`src/rtl/lifo_pkg.sv`:
```
`default_nettype none
// ----------------------------------------------------------------------------
// lifo_pkg: shared types for the LIFO stack with search
// Word formats of both channels, the decoded command handed from the front
// end to the execution unit, and the execution state encoding.
// ----------------------------------------------------------------------------
package lifo_pkg;

  // fixed field widths of the channel words
  localparam int OP_W    = 2;
  localparam int VAL_W   = 16;
  localparam int DEPTH_W = 6;
  localparam int COUNT_W = 7;

  typedef enum logic [OP_W-1:0] {
    OP_PUSH   = 2'd0,
    OP_POP    = 2'd1,
    OP_PEEK   = 2'd2,
    OP_SEARCH = 2'd3
  } lifo_op_t;

  // input word
  typedef struct packed {
    logic [OP_W-1:0]  op;
    logic [VAL_W-1:0] value;
  } lifo_in_t;

  // result word
  typedef struct packed {
    logic [VAL_W-1:0]   top_value;
    logic               underflow;
    logic               overflow;
    logic               found;
    logic [DEPTH_W-1:0] match_depth;
    logic [COUNT_W-1:0] entry_count;
    logic               is_empty;
  } lifo_out_t;

  // decoded command between front end and execution unit
  typedef struct packed {
    lifo_op_t         op;
    logic             is_read;   // pop or peek
    logic [VAL_W-1:0] value;
  } lifo_cmd_t;

  typedef enum logic [1:0] {
    ST_IDLE,
    ST_READ,
    ST_SCAN,
    ST_DONE
  } lifo_state_t;

endpackage
`default_nettype wire

```
`src/rtl/lifo_front.sv`:
```
`default_nettype none
// ----------------------------------------------------------------------------
// lifo_front: input acceptance and command queue
// Decodes each input word into a command and holds up to two commands so
// the input side keeps flowing while the execution unit is busy.
// ----------------------------------------------------------------------------
module lifo_front (
  input  wire logic                clk,
  input  wire logic                rst_n,
  input  wire logic                in_valid,
  output logic                     in_ready,
  input  wire lifo_pkg::lifo_in_t  in_data,
  output logic                     cmd_valid,
  input  wire logic                cmd_ready,
  output lifo_pkg::lifo_cmd_t      cmd_data
);
  import lifo_pkg::*;

  localparam logic [1:0] Q_FULL = 2'd2;

  lifo_cmd_t  q_r [2];
  logic       wr_ptr_r, wr_ptr_nxt;
  logic       rd_ptr_r, rd_ptr_nxt;
  logic [1:0] cnt_r, cnt_nxt;
  lifo_cmd_t  cmd_in;
  logic       q_push, q_pop;

  // decode
  always_comb begin
    cmd_in.op      = lifo_op_t'(in_data.op);
    cmd_in.value   = in_data.value;
    cmd_in.is_read = (cmd_in.op == OP_POP) || (cmd_in.op == OP_PEEK);
  end

  // queue handshake
  assign in_ready  = (cnt_r != Q_FULL);
  assign cmd_valid = (cnt_r != 2'd0);
  assign cmd_data  = q_r[rd_ptr_r];
  assign q_push    = in_valid && in_ready;
  assign q_pop     = cmd_valid && cmd_ready;

  always_comb begin
    wr_ptr_nxt = q_push ? ~wr_ptr_r : wr_ptr_r;
    rd_ptr_nxt = q_pop  ? ~rd_ptr_r : rd_ptr_r;
    cnt_nxt    = cnt_r + 2'(q_push) - 2'(q_pop);
  end

  always_ff @(posedge clk) begin
    if (!rst_n) begin
      wr_ptr_r <= 1'b0;
      rd_ptr_r <= 1'b0;
      cnt_r    <= 2'd0;
    end else begin
      wr_ptr_r <= wr_ptr_nxt;
      rd_ptr_r <= rd_ptr_nxt;
      cnt_r    <= cnt_nxt;
    end
  end

  // queue storage, no reset needed
  always_ff @(posedge clk) begin
    if (q_push) begin
      q_r[wr_ptr_r] <= cmd_in;
    end
  end

endmodule
`default_nettype wire

```
`src/rtl/lifo_exec.sv`:
```
`default_nettype none
// ----------------------------------------------------------------------------
// lifo_exec: stack execution unit
// Holds the entry memory and fill count, runs push/pop/peek and the
// top-down search scan, and drives the registered result word.
// ----------------------------------------------------------------------------
module lifo_exec #(
  parameter int STACK_DEPTH = 64,
  parameter int VALUE_BITS  = 16
) (
  input  wire logic                                  clk,
  input  wire logic                                  rst_n,
  input  wire logic                                  cmd_valid,
  output logic                                       cmd_ready,
  input  wire lifo_pkg::lifo_cmd_t                   cmd_data,
  output logic                                       out_valid,
  input  wire logic                                  out_ready,
  output lifo_pkg::lifo_out_t                        out_data,
  output logic [$clog2(STACK_DEPTH+1)-1:0]           fill_count
);
  import lifo_pkg::*;

  localparam int AW = $clog2(STACK_DEPTH);
  localparam int CW = $clog2(STACK_DEPTH + 1);
  localparam logic [CW-1:0] FULL_CNT = CW'(STACK_DEPTH);

  // entry memory
  logic [VALUE_BITS-1:0] mem [STACK_DEPTH];
  logic [VALUE_BITS-1:0] rd_data_r;
  logic [AW-1:0]         rd_addr;
  logic                  mem_we;

  lifo_state_t           state_r, state_nxt;
  logic [CW-1:0]         fill_r, fill_nxt;
  logic [AW-1:0]         ptr_r, ptr_nxt;
  logic [AW-1:0]         depth_r, depth_nxt;
  logic [VALUE_BITS-1:0] key_r, key_nxt;
  logic                  pop_r, pop_nxt;
  lifo_out_t             res_r, res_nxt;
  logic                  out_valid_r, out_valid_nxt;
  lifo_out_t             out_data_r, out_data_nxt;

  logic [AW-1:0]         top_addr;
  logic [31:0]           wide_in;
  logic [VALUE_BITS-1:0] cmd_key;
  logic [31:0]           wide_rd;
  logic [31:0]           wide_depth;

  // width adaption of value and depth fields
  assign wide_in    = 32'(cmd_data.value);
  assign cmd_key    = wide_in[VALUE_BITS-1:0];
  assign wide_rd    = 32'(rd_data_r);
  assign wide_depth = 32'(depth_r);
  assign top_addr   = fill_r[AW-1:0] - AW'(1);

  // result word with count and empty flag filled in
  function automatic lifo_out_t with_count(lifo_out_t r, logic [CW-1:0] c);
    lifo_out_t   o;
    logic [31:0] wc;
    o             = r;
    wc            = 32'(c);
    o.entry_count = wc[COUNT_W-1:0];
    o.is_empty    = (c == '0);
    return o;
  endfunction

  // sequencer
  always_comb begin
    state_nxt     = state_r;
    fill_nxt      = fill_r;
    ptr_nxt       = ptr_r;
    depth_nxt     = depth_r;
    key_nxt       = key_r;
    pop_nxt       = pop_r;
    res_nxt       = res_r;
    out_valid_nxt = out_valid_r;
    out_data_nxt  = out_data_r;
    cmd_ready     = 1'b0;
    mem_we        = 1'b0;
    rd_addr       = top_addr;

    // result taken downstream
    if (out_valid_r && out_ready) begin
      out_valid_nxt = 1'b0;
    end

    case (state_r)
      ST_IDLE: begin
        cmd_ready = 1'b1;
        if (cmd_valid) begin
          res_nxt = '0;
          if (cmd_data.is_read) begin
            if (fill_r == '0) begin
              res_nxt.underflow = 1'b1;
              res_nxt   = with_count(res_nxt, fill_r);
              state_nxt = ST_DONE;
            end else begin
              // top entry read issued this cycle
              pop_nxt   = (cmd_data.op == OP_POP);
              state_nxt = ST_READ;
            end
          end else if (cmd_data.op == OP_PUSH) begin
            if (fill_r == FULL_CNT) begin
              res_nxt.overflow = 1'b1;
              res_nxt = with_count(res_nxt, fill_r);
            end else begin
              mem_we   = 1'b1;
              fill_nxt = fill_r + CW'(1);
              res_nxt  = with_count(res_nxt, fill_nxt);
            end
            state_nxt = ST_DONE;
          end else begin
            if (fill_r == '0) begin
              res_nxt   = with_count(res_nxt, fill_r);
              state_nxt = ST_DONE;
            end else begin
              // topmost entry read now, next address queued
              key_nxt   = cmd_key;
              depth_nxt = '0;
              ptr_nxt   = top_addr - AW'(1);
              state_nxt = ST_SCAN;
            end
          end
        end
      end

      ST_READ: begin
        res_nxt.top_value = wide_rd[VAL_W-1:0];
        if (pop_r) begin
          fill_nxt = fill_r - CW'(1);
        end
        res_nxt   = with_count(res_nxt, fill_nxt);
        state_nxt = ST_DONE;
      end

      ST_SCAN: begin
        // one compare per cycle, next read overlapped
        rd_addr = ptr_r;
        if (rd_data_r == key_r) begin
          res_nxt.found       = 1'b1;
          res_nxt.match_depth = wide_depth[DEPTH_W-1:0];
          res_nxt   = with_count(res_nxt, fill_r);
          state_nxt = ST_DONE;
        end else if (depth_r == top_addr) begin
          res_nxt   = with_count(res_nxt, fill_r);
          state_nxt = ST_DONE;
        end else begin
          ptr_nxt   = ptr_r - AW'(1);
          depth_nxt = depth_r + AW'(1);
        end
      end

      ST_DONE: begin
        if (!out_valid_r || out_ready) begin
          out_valid_nxt = 1'b1;
          out_data_nxt  = res_r;
          state_nxt     = ST_IDLE;
        end
      end

      default: begin
        state_nxt = ST_IDLE;
      end
    endcase
  end

  // control registers
  always_ff @(posedge clk) begin
    if (!rst_n) begin
      state_r     <= ST_IDLE;
      fill_r      <= '0;
      out_valid_r <= 1'b0;
    end else begin
      state_r     <= state_nxt;
      fill_r      <= fill_nxt;
      out_valid_r <= out_valid_nxt;
    end
  end

  // datapath registers
  always_ff @(posedge clk) begin
    ptr_r      <= ptr_nxt;
    depth_r    <= depth_nxt;
    key_r      <= key_nxt;
    pop_r      <= pop_nxt;
    res_r      <= res_nxt;
    out_data_r <= out_data_nxt;
  end

  // memory: one write, one registered read
  always_ff @(posedge clk) begin
    if (mem_we) begin
      mem[fill_r[AW-1:0]] <= cmd_key;
    end
    rd_data_r <= mem[rd_addr];
  end

  assign out_valid  = out_valid_r;
  assign out_data   = out_data_r;
  assign fill_count = fill_r;

endmodule
`default_nettype wire

```
`src/rtl/lifo_stack_with_search_unit.sv`:
```
`default_nettype none
// Execution: one word executes at a time and holds the execution unit until its result
// is registered for output; pop/peek wait on a registered top-entry read, and search
// compares stored entries from the top down until a hit or the bottom entry.
// A result left untaken stalls the next word.
// Reset: synchronous active-low rst_n empties the stack and the 2-deep command queue;
// entry memory contents are not cleared.
// ----------------------------------------------------------------------------
// lifo_stack_with_search_unit: bounded LIFO stack with key search
// Push, pop, peek and top-down search over a memory-backed stack; every
// result word reports the entry count and empty flag after the operation.
// ----------------------------------------------------------------------------
module lifo_stack_with_search_unit #(
  parameter int STACK_DEPTH = 64,
  parameter int VALUE_BITS  = 16
) (
  input  wire logic                clk,
  input  wire logic                rst_n,
  input  wire logic                in_valid,
  output logic                     in_ready,
  input  wire lifo_pkg::lifo_in_t  in_data,
  output logic                     out_valid,
  input  wire logic                out_ready,
  output lifo_pkg::lifo_out_t      out_data
);
  import lifo_pkg::*;

  localparam int CW = $clog2(STACK_DEPTH + 1);

  logic          cmd_valid;
  logic          cmd_ready;
  lifo_cmd_t     cmd_data;
  logic [CW-1:0] fill_count;

  // front end
  lifo_front u_front (
    .clk       (clk),
    .rst_n     (rst_n),
    .in_valid  (in_valid),
    .in_ready  (in_ready),
    .in_data   (in_data),
    .cmd_valid (cmd_valid),
    .cmd_ready (cmd_ready),
    .cmd_data  (cmd_data)
  );

  // execution unit
  lifo_exec #(
    .STACK_DEPTH (STACK_DEPTH),
    .VALUE_BITS  (VALUE_BITS)
  ) u_exec (
    .clk        (clk),
    .rst_n      (rst_n),
    .cmd_valid  (cmd_valid),
    .cmd_ready  (cmd_ready),
    .cmd_data   (cmd_data),
    .out_valid  (out_valid),
    .out_ready  (out_ready),
    .out_data   (out_data),
    .fill_count (fill_count)
  );

  // checks
  a_fill_bound: assert property (@(posedge clk) disable iff (!rst_n)
    fill_count <= CW'(STACK_DEPTH))
    else $error("fill count above stack depth");

  a_underflow_empty: assert property (@(posedge clk) disable iff (!rst_n)
    out_valid && out_data.underflow |-> out_data.is_empty && (out_data.top_value == '0))
    else $error("underflow word with entries or data");

  a_flags_exclusive: assert property (@(posedge clk) disable iff (!rst_n)
    out_valid && out_data.overflow |-> !out_data.underflow && !out_data.found)
    else $error("overflow combined with other status");

  a_found_nonempty: assert property (@(posedge clk) disable iff (!rst_n)
    out_valid && out_data.found |-> !out_data.is_empty)
    else $error("search hit on empty stack");

endmodule
`default_nettype wire
```
`config.mk`:
```
export PLATFORM = sky130hd
export DESIGN_NAME = lifo_stack_with_search_unit
export DESIGN_NICKNAME = d
export VERILOG_FILES = /design/src/rtl/lifo_pkg.sv /design/src/rtl/lifo_front.sv /design/src/rtl/lifo_exec.sv /design/src/rtl/lifo_stack_with_search_unit.sv
export SDC_FILE = /design/constraint.sdc
export NUM_CORES = 1
export LEC_CHECK = 0
export ABC_AREA = 1
export BUFFER_PORTS_ARGS = -buffer_cell sky130_fd_sc_hd__buf_2
export CAP_MARGIN = 15
export CORE_ASPECT_RATIO = 1.5
export CORE_UTILIZATION = 48
export CTS_CLUSTER_DIAMETER = 30
export DETAILED_ROUTE_END_ITERATION = 8
export PLACE_DENSITY_LB_ADDON = 0.2
export SLEW_MARGIN = 20
export SYNTH_ARGS = -nofsm -noshare
export SYNTH_HDL_FRONTEND = slang
export SYNTH_HIERARCHICAL = 1
export SYNTH_SLANG_ARGS = --single-unit
```
`constraint.sdc`:
```
create_clock -name clk -period 3 [get_ports clk]
set_input_delay 0.45 -clock clk [delete_from_list [all_inputs] [get_ports clk]]
set_output_delay 0.45 -clock clk [all_outputs]
set_load 0.05 [all_outputs]
```
==> flow_summary.toml <==
[clocking]
cts-root-buf = "clkbuf_16"
insertion_delay_ns = 0.76
cts-htree-levels = 4
cts.sinks = 1188
cts_buffers = 152
cts.clk_slew.worst_paths_ns = 0.06
clk_path_buf_depth = 3
cts_tree = "built"

[worst_setup_path]
cp_slowest_cell = "dfxtp_1"
critical_path.max_stage_delay_ns = 0.35
rrSetupSlack_ns = 0.13
rr_endpoint = "u_exec/rd_data_r[4]"
cp_max_fo = 35
rr_startpoint = "u_exec/state_r[0]"
endpoint_kind = "flip-flop"
cp_cell_sequence = "inv_1 -> ha_4 -> nand2_1 -> o21ai_4 -> buf_12 -> clkinv_8 -> buf_12 -> buf_4 -> nand3_1 -> nand3_1 -> nand3_1 -> nand3_1 -> nand3_1 -> nand2_1"
cp_common_cell = "nand3_1"
cp-start-kind = "flip-flop"
crit_required_ns = 3.64
worstRegToRegCells = 14
critical_path_class = "flip-flop to flip-flop"
cp.arrival_ns = 3.51

[finish]
fillers = 8609
post-route-util = 0.575
layout_common_cells = "nand2_1, edfxtp_1, nand3_1"
final_common_cell = "nand2_1"
fin_nets = 4988
drive_above_1_share = 0.123
area_growth_pct = 18.6

[floorplan]
die_h_um = 400
core_um2 = 105000
dieArea_um2 = 107000
rows = 145
io_pins = 57
die_width_um = 267
initial_core_util = 0.485

[grt]
grt_max_degree = 71
grt_pass1_vias = 32913
antenna_found_initial = 2
grt_pass1_wl_um = 202000
grt_overflow = 0
grtUsageTotal = 0.257

[timing]
maxSlewHeadroom = 0.330
final_hold_viol_count = 0
rsz0062_at_grt = "no"
layout_setup_ws_ns = 0.133
fmax_mhz = 349
min_period_ns = 2.87
drv_slew = 0
fin_worst_skew_ns = 0.0175
fin_hold_ws_ns = 0.0520
period_share = 0.956
tightest_slew_ns = 1.01
setup_viol_count_final = 0

[outcome]
status = "completed"

[power_and_ir_drop]
powerDensity_nw_per_um2 = 1190
ir_drop_v = 0.000875
total_power_uw = 71800
leakagePower_uw = 0.0246

[logic_synthesis]
syn_nets = 4736
synth_edf_count = 1157
async_flop_share = 0
synth-seq-area-share = 0.698
netlist_instances = 4702
syn-cell-area_um2 = 50700
synth.avg_cell_area_um2 = 10.8
yosysUniqueCellTypes = 41
ys_seq_elements = 1188
yosysWarnings = 6
synthFlopType = "edfxtp_1"

[placement]
io_buffers = 56
place_ws_ns = -0.202
hpwlAfterDp_um = 82700
gp_congestion = 0.897

[routing]
postRouteAntennaNets = 0
via_per_inst = 5.23
drcViolationCount = 0
drt_pre_antenna_iters = 6
drt_iter0_markers = 2815
vias = 33869
wirelength_um = 135000
wl_per_cell_um = 20.8

[worst_hold_path]
hold_start = "rst_n"
min_to = "u_front/cnt_r[0]"
hp-class = "input port to flip-flop"
hold_depth = 3

[flow_run]
cap_violations = 0
-- stage by stage --
stage                     area, um2  setup TNS (ns)  instances
after floorplan               50700               0       4702
after global placement        54700          -0.418       6175
after detailed placement      54700          -0.731       6175
after CTS                     60000               0       6473
after global routing          60100               0       6475
final                         60100               0       6476
-- Yosys cell counts (8+ instances only) --
master / count / share of area
nor3_1: 8 / 0.00079
mux2_2: 9 / 0.0020
edfxtp_1: 1157 / 0.69
o211ai_1: 22 / 0.0033
buf_4: 41 / 0.0061
a21oi_1: 19 / 0.0019
inv_1: 671 / 0.050
o21ai_0: 84 / 0.0083
mux2_4: 10 / 0.0030
buf_2: 153 / 0.015
nor2_1: 117 / 0.0087
xnor2_1: 13 / 0.0022
nand2_1: 1493 / 0.11
clkbuf_1: 33 / 0.0024
nand3_1: 758 / 0.075
xor2_1: 11 / 0.0019
dfxtp_1: 31 / 0.012
ha_1: 12 / 0.0030
-- worst max path at each step --
| stage | startpoint | endpoint | slack, ns | cells past startpoint |
|---|---|---|---|---|
| 2_1_floorplan | flip-flop | u_exec/mem[11][0] | 0.23 | 10 |
| 3_3_place_gp | u_exec/state_r[0] | u_exec/rd_data_r[1] | -0.15 | 13 |
| 3_5_place_dp | u_exec/state_r[0] | u_exec/rd_data_r[1] | -0.20 | 13 |
| 4_1_cts | u_exec/fill_count[1] | u_exec/rd_data_r[9] | 0.04 | 12 |
| 5_1_grt | u_exec/state_r[0] | u_exec/rd_data_r[1] | 0.02 | 14 |
| 6_report | u_exec/state_r[0] | u_exec/rd_data_r[4] | 0.13 | 14 |
-- kinds of logic after synthesis --
group           count (synthesis)  share of synthesized area
simple gates                 2394                      0.197
flops                        1188                      0.698
buf+inv                       915                     0.0760
compound gates                150                     0.0171
xor+xnor                       24                    0.00415
mux                            19                    0.00496
fa+ha+maj                      12                    0.00296
-- worst max-delay path: cells and delay by family (launching register included) --
family                   cells  cell delay (ns)
flip-flops                   1             0.35
adder cells (fa/ha/maj)      1             0.25
buffers and inverters        5             0.96
AND/OR/NAND/NOR              7             1.08
AO/OA/AOI/OAI                1             0.08
-- report_power, final --
group | internal (uW) | total, uW | switching (uW)
sequential | 20800 | 21300 | 474
combinational | 9740 | 32100 | 22300
clock | 11300 | 18400 | 7120
-- final cells by class --
type	count	area (um2)	area share
repair buffers	333	3670	0.0611
well taps	1396	1750	0.0291
multi-input cells	2599	11600	0.193
flip-flops and latches	1188	35400	0.588
diodes	1	2.50	0.0000416
clock inverters	105	1180	0.0196
clock buffers	174	4000	0.0666
inverters	680	2570	0.0428
-- metal layers --
| metal | part of all wire | vias to the layer above | global-route usage |
|---|---|---|---|
| li1 | - | 16054 | - |
| met1 | 0.38 | 16271 | 0.302 |
| met2 | 0.51 | 1217 | 0.445 |
| met3 | 0.057 | 327 | 0.0413 |
| met4 | 0.059 | 0 | 0.149 |
| met5 | 0 | - | 0 |
-- registers in the layout (all words and copies together) (netlist names), named ones only --
| register | count |
|---|---|
| u_exec/out_data | 33 |
| u_front/cnt_r | 2 |
| u_exec/ptr_r | 6 |
| u_front/rd_ptr_r | 1 |
| u_front/wr_ptr_r | 1 |
| u_exec/mem | 1024 |
| u_exec/state_r | 2 |
| u_exec/rd_data_r | 16 |
| u_exec/fill_count | 7 |
| u_exec/key_r | 16 |
| u_exec/pop_r | 1 |
| u_exec/out_valid | 1 |
| u_exec/depth_r | 6 |
| u_front/q_r | 38 |
| u_exec/res_r | 33 |
-- repair_timing --
action,CTS,global route
setup buffers,0,2
gates resized for setup,3,6
hold buffers,19,0
endpoints found under the setup margin,10,12
hold endpoints to repair,37,0
pin swaps,0,1
Power figures use the tool's default switching activity.
